==> src/xxh_pkg.sv <==
// Shared constants, codes and command types of the XXH64 stream hash.
`default_nettype none
package xxh_pkg;

	localparam logic [63:0] PR1 = 64'h9E3779B185EBCA87;
	localparam logic [63:0] PR2 = 64'hC2B2AE3D27D4EB4F;
	localparam logic [63:0] PR3 = 64'h165667B19E3779F9;
	localparam logic [63:0] PR4 = 64'h85EBCA77C2B2AE63;
	localparam logic [63:0] PR5 = 64'h27D4EB2F165667C5;

	// Multiplier operand source
	typedef enum logic [3:0] {
		A_WORD   = 4'd0,
		A_T      = 4'd1,
		A_LANE   = 4'd2,
		A_H      = 4'd3,
		A_HROT27 = 4'd4,
		A_HROT23 = 4'd5,
		A_HROT11 = 4'd6,
		A_HSH33  = 4'd7,
		A_W32    = 4'd8,
		A_BYTE   = 4'd9
	} a_src_t;

	// Multiplier constant
	typedef enum logic [1:0] {
		K_P1 = 2'd0,
		K_P2 = 2'd1,
		K_P3 = 2'd2,
		K_P5 = 2'd3
	} k_sel_t;

	// What to do with the finished product
	typedef enum logic [3:0] {
		P_LANE_ADD = 4'd0,
		P_T_ROT31  = 4'd1,
		P_LANE_SET = 4'd2,
		P_H_XOR    = 4'd3,
		P_H_PR4    = 4'd4,
		P_H_PR3    = 4'd5,
		P_H_SET    = 4'd6,
		P_H_AVAL   = 4'd7,
		P_H_FINAL  = 4'd8
	} post_t;

	// Datapath operations outside the multiplier
	typedef enum logic [2:0] {
		OP_NONE    = 3'd0,
		OP_CAPTURE = 3'd1,
		OP_CONV    = 3'd2,
		OP_SHORT   = 3'd3,
		OP_ADDLEN  = 3'd4,
		OP_FINISH  = 3'd5
	} op_t;

	typedef struct packed {
		op_t        op;
		logic       mul_run;
		logic [1:0] mul_ph;
		a_src_t     a_src;
		k_sel_t     k_sel;
		post_t      post;
		logic [1:0] idx;
		logic [2:0] bidx;
		logic [3:0] add_len;
		logic       buf_wr;
	} dp_cmd_t;

	typedef struct packed {
		logic len_ge32;
	} dp_stat_t;

endpackage
`default_nettype wire

==> src/xxh_ctrl.sv <==
// Controller: handshakes, stripe fill, tail sequencing and multiplier phases.
`default_nettype none
module xxh_ctrl (
	input  wire logic              clk,
	input  wire logic              arst_n,
	input  wire logic              in_valid,
	output logic                   in_stall,
	input  wire logic              last,
	input  wire logic [3:0]        last_bytes,
	output logic                   out_valid,
	input  wire logic              out_stall,
	input  wire logic              seed_we,
	input  wire xxh_pkg::dp_stat_t stat,
	output xxh_pkg::dp_cmd_t       cmd
);

	typedef enum logic [9:0] {
		S_IDLE   = 10'b0000000001,
		S_STRIPE = 10'b0000000010,
		S_FIN    = 10'b0000000100,
		S_MERGE  = 10'b0000001000,
		S_ADDLEN = 10'b0000010000,
		S_TAIL8  = 10'b0000100000,
		S_TAIL4  = 10'b0001000000,
		S_BYTE   = 10'b0010000000,
		S_AVAL   = 10'b0100000000,
		S_OUT    = 10'b1000000000
	} state_t;

	state_t     state_q, state_d;
	logic [1:0] mph_q, mph_d, sub_q, sub_d, idx_q, idx_d, fill_q, fill_d;
	logic [2:0] bidx_q, bidx_d;
	logic [3:0] nb_q, nb_d, n_clamp;
	logic       last_q, last_d, ov_q, ov_d, instr_done;
	state_t     after8_st, tail_st;
	logic [1:0] tail_idx;

	assign n_clamp    = last_bytes[3] ? 4'd8 : last_bytes;
	assign instr_done = (mph_q == 2'd3);

	always_comb begin
		if (nb_q == 4'd8)       after8_st = S_AVAL;
		else if (nb_q >= 4'd4)  after8_st = S_TAIL4;
		else if (nb_q != 4'd0)  after8_st = S_BYTE;
		else                    after8_st = S_AVAL;
		if (fill_q != 2'd0) begin
			tail_st  = S_TAIL8;
			tail_idx = 2'd0;
		end else if (nb_q == 4'd8) begin
			tail_st  = S_TAIL8;
			tail_idx = 2'd3;
		end else begin
			tail_st  = after8_st;
			tail_idx = 2'd0;
		end
	end

	always_comb begin
		state_d = state_q;
		mph_d   = mph_q;
		sub_d   = sub_q;
		idx_d   = idx_q;
		bidx_d  = bidx_q;
		fill_d  = fill_q;
		nb_d    = nb_q;
		last_d  = last_q;
		ov_d    = ov_q && out_stall;

		cmd         = '0;
		cmd.mul_ph  = mph_q;
		cmd.idx     = idx_q;
		cmd.bidx    = bidx_q;

		unique case (state_q)
			S_IDLE: begin
				if (in_valid) begin
					cmd.op = xxh_pkg::OP_CAPTURE;
					if (!last) begin
						cmd.add_len = 4'd8;
						last_d      = 1'b0;
						if (fill_q != 2'd3) begin
							cmd.buf_wr = 1'b1;
							cmd.idx    = fill_q;
							fill_d     = fill_q + 2'd1;
						end else begin
							state_d = S_STRIPE;
							idx_d   = 2'd0;
						end
					end else begin
						cmd.add_len = n_clamp;
						last_d      = 1'b1;
						if (n_clamp == 4'd8 && fill_q == 2'd3) begin
							// full word closes a stripe; tail is then empty
							nb_d    = 4'd0;
							state_d = S_STRIPE;
							idx_d   = 2'd0;
						end else begin
							nb_d    = n_clamp;
							state_d = S_FIN;
						end
					end
				end
			end
			S_STRIPE: begin
				cmd.mul_run = 1'b1;
				if (sub_q == 2'd0) begin
					cmd.a_src = xxh_pkg::A_WORD;
					cmd.k_sel = xxh_pkg::K_P2;
					cmd.post  = xxh_pkg::P_LANE_ADD;
				end else begin
					cmd.a_src = xxh_pkg::A_T;
					cmd.k_sel = xxh_pkg::K_P1;
					cmd.post  = xxh_pkg::P_LANE_SET;
				end
				mph_d = mph_q + 2'd1;
				if (instr_done) begin
					if (sub_q == 2'd0) begin
						sub_d = 2'd1;
					end else begin
						sub_d = 2'd0;
						if (idx_q == 2'd3) begin
							fill_d  = 2'd0;
							state_d = last_q ? S_FIN : S_IDLE;
						end else begin
							idx_d = idx_q + 2'd1;
						end
					end
				end
			end
			S_FIN: begin
				if (stat.len_ge32) begin
					cmd.op  = xxh_pkg::OP_CONV;
					state_d = S_MERGE;
					idx_d   = 2'd0;
				end else begin
					cmd.op  = xxh_pkg::OP_SHORT;
					state_d = tail_st;
					idx_d   = tail_idx;
					bidx_d  = 3'd0;
				end
			end
			S_MERGE, S_TAIL8: begin
				cmd.mul_run = 1'b1;
				unique case (sub_q)
					2'd0: begin
						cmd.a_src = (state_q == S_MERGE) ? xxh_pkg::A_LANE : xxh_pkg::A_WORD;
						cmd.k_sel = xxh_pkg::K_P2;
						cmd.post  = xxh_pkg::P_T_ROT31;
					end
					2'd1: begin
						cmd.a_src = xxh_pkg::A_T;
						cmd.k_sel = xxh_pkg::K_P1;
						cmd.post  = xxh_pkg::P_H_XOR;
					end
					default: begin
						cmd.a_src = (state_q == S_MERGE) ? xxh_pkg::A_H : xxh_pkg::A_HROT27;
						cmd.k_sel = xxh_pkg::K_P1;
						cmd.post  = xxh_pkg::P_H_PR4;
					end
				endcase
				mph_d = mph_q + 2'd1;
				if (instr_done) begin
					if (sub_q != 2'd2) begin
						sub_d = sub_q + 2'd1;
					end else begin
						sub_d = 2'd0;
						if (state_q == S_MERGE) begin
							if (idx_q == 2'd3) state_d = S_ADDLEN;
							else               idx_d   = idx_q + 2'd1;
						end else begin
							priority if (idx_q != 2'd3 && (3'(idx_q) + 3'd1) < 3'(fill_q)) begin
								idx_d = idx_q + 2'd1;
							end else if (idx_q != 2'd3 && nb_q == 4'd8) begin
								idx_d = 2'd3;
							end else begin
								state_d = after8_st;
								bidx_d  = 3'd0;
							end
						end
					end
				end
			end
			S_ADDLEN: begin
				cmd.op  = xxh_pkg::OP_ADDLEN;
				state_d = tail_st;
				idx_d   = tail_idx;
				bidx_d  = 3'd0;
			end
			S_TAIL4: begin
				cmd.mul_run = 1'b1;
				if (sub_q == 2'd0) begin
					cmd.a_src = xxh_pkg::A_W32;
					cmd.k_sel = xxh_pkg::K_P1;
					cmd.post  = xxh_pkg::P_H_XOR;
				end else begin
					cmd.a_src = xxh_pkg::A_HROT23;
					cmd.k_sel = xxh_pkg::K_P2;
					cmd.post  = xxh_pkg::P_H_PR3;
				end
				mph_d = mph_q + 2'd1;
				if (instr_done) begin
					if (sub_q == 2'd0) begin
						sub_d = 2'd1;
					end else begin
						sub_d = 2'd0;
						if (nb_q > 4'd4) begin
							state_d = S_BYTE;
							bidx_d  = 3'd4;
						end else begin
							state_d = S_AVAL;
						end
					end
				end
			end
			S_BYTE: begin
				cmd.mul_run = 1'b1;
				if (sub_q == 2'd0) begin
					cmd.a_src = xxh_pkg::A_BYTE;
					cmd.k_sel = xxh_pkg::K_P5;
					cmd.post  = xxh_pkg::P_H_XOR;
				end else begin
					cmd.a_src = xxh_pkg::A_HROT11;
					cmd.k_sel = xxh_pkg::K_P1;
					cmd.post  = xxh_pkg::P_H_SET;
				end
				mph_d = mph_q + 2'd1;
				if (instr_done) begin
					if (sub_q == 2'd0) begin
						sub_d = 2'd1;
					end else begin
						sub_d = 2'd0;
						if ((4'(bidx_q) + 4'd1) < nb_q) bidx_d  = bidx_q + 3'd1;
						else                            state_d = S_AVAL;
					end
				end
			end
			S_AVAL: begin
				cmd.mul_run = 1'b1;
				if (sub_q == 2'd0) begin
					cmd.a_src = xxh_pkg::A_HSH33;
					cmd.k_sel = xxh_pkg::K_P2;
					cmd.post  = xxh_pkg::P_H_AVAL;
				end else begin
					cmd.a_src = xxh_pkg::A_H;
					cmd.k_sel = xxh_pkg::K_P3;
					cmd.post  = xxh_pkg::P_H_FINAL;
				end
				mph_d = mph_q + 2'd1;
				if (instr_done) begin
					if (sub_q == 2'd0) begin
						sub_d = 2'd1;
					end else begin
						sub_d   = 2'd0;
						state_d = S_OUT;
					end
				end
			end
			S_OUT: begin
				// hold until the output register is free
				if (!ov_q || !out_stall) begin
					cmd.op  = xxh_pkg::OP_FINISH;
					ov_d    = 1'b1;
					fill_d  = 2'd0;
					state_d = S_IDLE;
				end
			end
			default: state_d = S_IDLE;
		endcase

		if (seed_we) fill_d = 2'd0;
	end

	always_ff @(posedge clk or negedge arst_n) begin
		if (!arst_n) begin
			state_q <= S_IDLE;
			mph_q   <= '0;
			sub_q   <= '0;
			idx_q   <= '0;
			bidx_q  <= '0;
			fill_q  <= '0;
			nb_q    <= '0;
			last_q  <= 1'b0;
			ov_q    <= 1'b0;
		end else begin
			state_q <= state_d;
			mph_q   <= mph_d;
			sub_q   <= sub_d;
			idx_q   <= idx_d;
			bidx_q  <= bidx_d;
			fill_q  <= fill_d;
			nb_q    <= nb_d;
			last_q  <= last_d;
			ov_q    <= ov_d;
		end
	end

	assign in_stall  = (state_q != S_IDLE);
	assign out_valid = ov_q;

endmodule
`default_nettype wire

==> config.mk <==
export PLATFORM = sky130hd
export DESIGN_NAME = xxh_ctrl
export DESIGN_NICKNAME = d
export VERILOG_FILES = /design/src/xxh_pkg.sv /design/src/xxh_ctrl.sv
export SDC_FILE = /design/constraint.sdc
export NUM_CORES = 1
export LEC_CHECK = 0
export BUFFER_PORTS_ARGS = -buffer_cell sky130_fd_sc_hd__buf_2
export CORE_MARGIN = 5
export CORE_UTILIZATION = 52
export CTS_CLUSTER_SIZE = 8
export DETAILED_ROUTE_END_ITERATION = 7
export GPL_TIMING_DRIVEN = 0
export HOLD_SLACK_MARGIN = 0.03
export PLACE_DENSITY = 0.83
export SLEW_MARGIN = 40
export SYNTH_ARGS = -nofsm -noshare
export SYNTH_HDL_FRONTEND = slang
export SYNTH_SLANG_ARGS = --single-unit
==> constraint.sdc <==
create_clock -name clk -period 2.15 [get_ports clk]
set_input_delay 0.5375 -clock clk [delete_from_list [all_inputs] [get_ports clk]]
set_output_delay 0.5375 -clock clk [all_outputs]
set_load 0.05 [all_outputs]
== After elaboration in Yosys (flattened, before gate mapping) ==
Cells that the tools add are included.
Word-level totals
  bits in registers: 27
  input bits: 11
  output and inout bits: 28
  word-level logic and storage cells: 198
Operators by class
  add/sub/neg operators: 7
  order comparisons: 4
  equality and inequality tests: 54
  mux-type cells: 100
  reductions and logical operators: 24
Operators with widths (count)
  $mux 10: 26
  $pmux 10 s9: 1
  $mux 2: 31
  $pmux 10 s5: 1
  $mux 3: 16
  $ne 2x2->1 const B: 23
  $mux 9: 4
  $ne 3x3->1 const B: 12
  $pmux 9 s2: 1
  $reduce_and 18->1: 1
  $pmux 3 s5: 1
  $reduce_and 13->1: 1
  $mux 4: 3
  $pmux 3 s4: 1
  $eq 10x1->1 const B: 1
  $eq 10x10->1 const B: 1
  $eq 10x2->1 const B: 1
  $eq 10x3->1 const B: 1
  $eq 10x4->1 const B: 1
  $eq 10x5->1 const B: 1
  $eq 10x6->1 const B: 1
  $eq 10x7->1 const B: 1
  $eq 10x8->1 const B: 1
  $eq 10x9->1 const B: 1
  34 further kinds: 57

== Longest topological paths before layout ==
Gate-level depths: netlist of the first run.
  depth after elaboration: 10
  gate-level depth with buffers: 8

== Worst setup path before layout of the first run ==
OpenSTA, ideal clock, no wires.
  path kind: flip-flop to output port
  from: register state_q[5]
  to: output cmd[18] (netlist bit)
  data arrival time: 2.730 ns
  required time: 1.612 ns
  setup slack: -1.117 ns
  stages on the path, launching flop included: 9
  cells stage by stage: dfrtp_1 -> buf_4 -> nor4_1 -> nand2_1 -> or3_1 -> clkbuf_1 -> mux2i_1 -> nor2_1 -> nor3b_1
RTL lines
  from (decl): line xxh_ctrl.sv:30  | state_t state_q, state_d;
  from (signal assigned): line xxh_ctrl.sv:285  | state_q <= state_d;
  to (decl): line xxh_ctrl.sv:14  | output xxh_pkg::dp_cmd_t cmd

==> flow_summary.json, run 1 <==
{
  "power.leakage_nw": 1.89,
  "endpoint_kind": "primary output",
  "drtPass1Iterations": 8,
  "yosys_warnings": 0,
  "finalHoldViolations": 0,
  "use_met2_pct": 52.5,
  "layout_common_cells": "buf_4 (49), buf_6 (43), nand2_1 (25)",
  "setup_viol": 43,
  "start_util_pct": 53.5,
  "min_period_ps": 3000,
  "fin_nets": 423,
  "track_usage_pct": 30.6,
  "fmaxAchievable_mhz": 333,
  "slew_headroom_pct": 51.7,
  "fin_crit_sh_pct": 140,
  "n_antenna_cell": 0,
  "hold-worst-slack_ps": 270,
  "critPathRequiredTime_ps": 1610,
  "crit_path_max_fanout": 8,
  "ant_nets": 0,
  "rows": 25,
  "synth_area_leaders": "dfrtp_1 (26%), ha_1 (5.0%), nand2_1 (4.9%)",
  "die-area_mm2": 0.00631,
  "rr_startpoint": "state_q[2]$_DFFE_PN0P_",
  "final_common_cell": "buf_4",
  "irDropWorstVdd_uv": 753,
  "worst_hold_path_type": "input port to asynchronous set/reset pin",
  "grt-busiest-layer": "met2",
  "r2r_cells": 14,
  "core_mm2": 0.00469,
  "synthXorXnorAreaFrac_pct": 2.09,
  "place_congestion": 0.939,
  "wl_per_cell_um": 26.0,
  "synth_compound_gate_area_share_pct": 21.5,
  "syn-num-nets": 307,
  "yosysTopAreaCell": "dfrtp_1",
  "preCtsSetupSlack_ps": -584,
  "synth_top_family_by_area": "simple AND/OR/NAND/NOR gates",
  "worstPathArrival_ps": 2470,
  "cts_buffer_depth": 2,
  "clock_latency_ps": 290,
  "die_x_um": 79.5,
  "synth-simple-area-share_pct": 32.5,
  "numCtsBuffers": 3,
  "ys_ff_latch": 27,
  "tightest_slew_ps": 718,
  "synth_top_area_share_pct": 25.9,
  "cts_tree": "built",
  "place_inst": 377,
  "die_h_um": 79.5,
  "vias": 3192,
  "rsz0062_at_grt": "yes",
  "clock_skew_ps": 2.21,
  "io_buffers": 38,
  "synth_edf_count": 0,
  "r2r_slack_ps": -700,
  "via_per_inst": 7.03,
  "synth-seq-area-share_pct": 27.0,
  "grt_max_degree": 28,
  "yosysUniqueCellTypes": 76,
  "layout.cells.non_filler": 454,
  "dpl.hpwl_um": 5140,
  "grt_pass1_vias": 2885,
  "pin_count": 39,
  "clock_sinks": 27,
  "antenna_found_initial": 0,
  "drive_above_1_share_pct": 55.5,
  "use_met3_pct": 4.29,
  "syn_to_final_growth_pct": 64.0,
  "fin_util_pct": 87.7,
  "grt_pass1_wl_um": 15000,
  "h-tree-depth": 1,
  "grtUsageMet1_pct": 38.3,
  "drv_cap": 0,
  "clk_pin_slew_worst_paths_ps": 110,
  "setup_slack_ps": -853,
  "synth.area.mux_share_pct": 4.74,
  "synthAdderAreaFrac_pct": 5.79,
  "worst-setup-path-type": "flip-flop to primary output",
  "failed_checks": "setup timing",
  "slew_viol_final": 0,
  "dr.first_iter.drc_count": 550,
  "wl_um": 11800,
  "ys_async_sr_fraction_pct": 100,
  "grt-ovfl-total": 0,
  "cts-root-buf": "clkbuf_8",
  "synth_ff_type": "dfrtp_1",
  "syn_area_per_cell_um2": 8.80,
  "startpoint_type": "flip-flop",
  "run_status": "complete, but fails checks",
  "finalSetupTns_ps": -23340,
  "timing.rr.end": "state_q[7]$_DFFE_PN0P_",
  "drcViolationCount": 0,
  "powerDensity_mw_per_mm2": 1300,
  "synthCells": 285,
  "synth_area_mm2": 0.00251
}
-- cell type report --
cell class | count | area (um^2)
Buffer | 13 | 134
Fill cell | 187 | 577
Sequential cell | 27 | 683
Clock buffer | 3 | 41.3
Inverter | 11 | 51.3
Timing Repair Buffer | 112 | 1030
Tap cell | 54 | 67.6
Clock inverter | 1 | 7.51
Multi-Input combinational cell | 233 | 2100
-- how the worst max path moves through the flow --
stage          endpoint                    from  slack (ps)
2_1_floorplan   cmd[18]  state_q[2]$_DFFE_PN0P_        -480
3_3_place_gp    cmd[16]  state_q[8]$_DFFE_PN0P_        -530
3_5_place_dp     cmd[9]  state_q[9]$_DFFE_PN0P_        -580
4_1_cts         cmd[18]  state_q[1]$_DFFE_PN0P_        -680
5_1_grt         cmd[18]  state_q[2]$_DFFE_PN0P_        -870
6_report        cmd[11]  state_q[2]$_DFFE_PN0P_        -850
-- cell usage after synthesis, types with 3 or more instances --
cell type / count
o31ai_1: 4
nor4_4: 3
and2_1: 3
mux2_4: 3
nor2_1: 25
a21oi_1: 15
ha_1: 10
nor2b_1: 8
xor2_1: 5
a31oi_1: 3
mux2i_1: 4
buf_6: 6
dfrtp_1: 26
o21ai_0: 19
nor3b_1: 3
nand2b_1: 7
nor3_1: 3
clkbuf_1: 3
nand3_1: 5
o22ai_1: 3
a21o_1: 5
nand4b_1: 4
nand3_2: 3
nand2_1: 33
inv_1: 9
and3_1: 4
nand4_1: 5
-- logic make-up after synthesis --
group / after synthesis
buffers and inverters: 25
adders and majority gates: 11
DFF: 27
AOI/OAI and AO/OA: 77
xor gates and xnor gates: 6
muxes: 10
and+or+nand+nor: 129
-- stage by stage --
step                      area [um^2]  total power [mW]
after floorplan                  2670              2.72
after global placement           2930              3.16
after detailed placement         2930              3.22
after CTS                        3720              4.45
after global routing             4120              5.48
final                            4120              5.34
-- per-layer routing --
layer | share of wire [%] | routed length, um
met1 | 34 | 4050
met2 | 46 | 5430
met3 | 11 | 1330
met5 | 0 | 0
met4 | 8.3 | 974
-- repair_timing --
item                                    4_1_cts  5_1_grt
endpoints found under the setup margin       41       43
hold buffers                                  0        0
pin swaps                                    20       25
gates cloned                                  0        0
buffers inserted                             51       30
gates resized for setup                      97       60
endpoints found under the hold margin         0        0
-- sequential cells by signal (all words and copies together) (netlist names) --
name and count:
sub_q 2, last_q 1, fill_q 2, state_q 10
idx_q 2, bidx_q 3, nb_q 4, out_valid 1
mph_q 2
-- power by group --
| group | internal [mW] | switching [mW] | leakage [nW] |
|---|---|---|---|
| registers | 0.648 | 0.181 | 0.352 |
| clock network | 0.133 | 0.195 | 0.0217 |
| logic | 1.87 | 2.32 | 1.52 |
| total | 2.65 | 2.70 | 1.89 |
-- critical path, stage by stage, from the launching register on --
cell	delay, ps
dfrtp_1	410
buf_6	140
nor4_4	370
buf_4	200
buf_8	140
nand2_1	130
or2_4	290
nand3_1	110
o21ai_1	140
nand2_2	90
buf_6	150
Note: power is estimated with default switching activity, not from simulation.
==> run 2, diff against run 1 <==
- SKIP_LAST_GASP: default -> 1
==> run 2 against run 1 <==
Net effect:
- the flow still finishes with violations (setup timing)
- sequential share of layout area increased by 0.096 points
- via count decreased by 0.81%
- routed wire length shrank 3.1%
- critical path type unchanged
- cell area down 0.58%
- worst setup slack improved by 100 ps
- global-route usage unchanged
- first-iteration DRC count down 19%
- clock power shrank 2%
- register-to-register slack gained 130 ps
- worst hold slack hardly changed
==> flow_summary.json, run 2 (synthesized netlist as in run 1, its figures left out) <==
{
  "top_regs": "state_q (10), nb_q (4), bidx_q (3)",
  "dr.first_iter.drc_count": 443,
  "worstPathArrival_ps": 2360,
  "fmaxAchievable_mhz": 345,
  "grt_pass1_wl_um": 15000,
  "finalSetupTns_ps": -19790,
  "drcViolationCount": 0,
  "crit_path_max_incr_delay_ps": 400,
  "cts-root-buf": "clkbuf_8",
  "multi_input_area_mm2": 0.00209,
  "track_usage_pct": 30.6,
  "endpoint_kind": "primary output",
  "run_status": "complete, but fails checks",
  "clock_sinks": 27,
  "grt_max_degree": 28,
  "crit_slowest_cell": "or3_4",
  "drv_cap": 0,
  "crit_chain": "buf_6 > nor4_4 > nand2_1 > or3_4 > mux2i_2 > nor2_2 > nor3b_4 > buf_6",
  "final_common_cell": "buf_4",
  "pin_count": 39,
  "largest_reg_flops": 10,
  "vias": 3166,
  "cts_tree": "built",
  "cts_buffer_depth": 2,
  "place_congestion": 0.939,
  "setup_slack_ps": -749,
  "min_period_ps": 2900,
  "fin_util_pct": 87.2,
  "critPathRequiredTime_ps": 1610,
  "power.leakage_nw": 1.88,
  "rr_startpoint": "state_q[2]$_DFFE_PN0P_",
  "io_buffers": 38,
  "r2r_slack_ps": -570,
  "syn_to_final_growth_pct": 63.1,
  "die_h_um": 79.5,
  "layout_common_cells": "buf_4 (52), buf_6 (40), nand2_1 (26)",
  "grt-ovfl-total": 0,
  "slew_viol_final": 0,
  "die_x_um": 79.5,
  "placed_area_mm2": 0.00293,
  "n_fill_cell": 196,
  "slew_headroom_pct": 54.9,
  "dpl.hpwl_um": 5140,
  "wl_per_cell_um": 25.2,
  "drtPass1Iterations": 7,
  "register_area_um2": 683,
  "setup_viol": 43,
  "numCtsBuffers": 3,
  "core_mm2": 0.00469,
  "die-area_mm2": 0.00631,
  "startpoint_type": "flip-flop",
  "clock_latency_ps": 290,
  "timing.rr.end": "state_q[7]$_DFFE_PN0P_",
  "clock_skew_ps": 1.50,
  "n_antenna_cell": 0,
  "grt_pass1_vias": 2885,
  "via_per_inst": 6.97,
  "h-tree-depth": 1,
  "wl_um": 11400,
  "crit_family": "simple AND/OR/NAND/NOR gates",
  "rows": 25,
  "worst_hold_path_type": "input port to asynchronous set/reset pin",
  "antenna_found_initial": 0,
  "worst-setup-path-type": "flip-flop to primary output",
  "rsz0062_at_grt": "yes",
  "drive_above_1_share_pct": 54.5,
  "start_util_pct": 53.5,
  "failed_checks": "setup timing",
  "p_total_mw": 5.26,
  "regMostFlops": "state_q",
  "clk_pin_slew_worst_paths_ps": 100,
  "fin_nets": 423,
  "r2r_cells": 14,
  "cp_num_buf_inv": 2,
  "crit_top_cell": "buf_6",
  "finalHoldViolations": 0,
  "crit_path_max_fanout": 10,
  "fin_crit_sh_pct": 135,
  "fin_area_mm2": 0.00409,
  "ant_nets": 0,
  "tightest_slew_ps": 676,
  "powerDensity_mw_per_mm2": 1290,
  "irDropWorstVdd_uv": 819
}
==> run 2: power breakdown <==
part	internal, mW	switching, mW	total, mW
clock network	0.133	0.189	0.322
logic	1.84	2.27	4.11
registers	0.648	0.182	0.830
total	2.62	2.64	5.26
==> run 2: how the worst max path moves through the flow <==
stage                                 startpoint  endpoint  slack [ps]  cells after the start
after global routing      state_q[2]$_DFFE_PN0P_   cmd[18]        -830                      8
after detailed placement  state_q[9]$_DFFE_PN0P_    cmd[9]        -580                      7
after CTS                 state_q[1]$_DFFE_PN0P_   cmd[18]        -680                      9
after floorplan           state_q[2]$_DFFE_PN0P_   cmd[18]        -480                      8
after global placement    state_q[8]$_DFFE_PN0P_   cmd[16]        -530                      7
final                     state_q[4]$_DFFE_PN0P_   cmd[18]        -750                      8
==> run 2: repair_timing <==
action	4_1_cts	5_1_grt
cloned	0	0
pin swaps	20	25
gates resized for setup	97	53
hold buffers	0	0
setup buffers	51	30
setup endpoints to repair	41	43
==> run 2: routing by layer <==
| layer | track usage, % | routed length, um | vias to the layer above |
|---|---|---|---|
| met4 | 13.1 | 766 | 0 |
| met1 | 38.3 | 4210 | 1500 |
| met5 | 0 | 0 | - |
| met2 | 52.5 | 5250 | 285 |
| li1 | - | - | 1290 |
| met3 | 4.29 | 1200 | 91 |
==> run 2: final cells by class <==
cell class / instances / share of cell area (%)
Buffer: 13 / 3.27
Clock buffer: 3 / 1.01
Clock inverter: 1 / 0.183
Inverter: 11 / 1.25
Multi-Input combinational cell: 233 / 51.0
Sequential cell: 27 / 16.7
Tap cell: 54 / 1.65
Timing Repair Buffer: 112 / 25.0
==> run 2: stage by stage <==
step	setup slack [ps]	hold WS, ps	cells
after detailed placement	-584	483	377
after floorplan	-479	242	285
after global placement	-526	473	377
after CTS	-679	287	431
after global routing	-832	319	454
final	-749	270	454
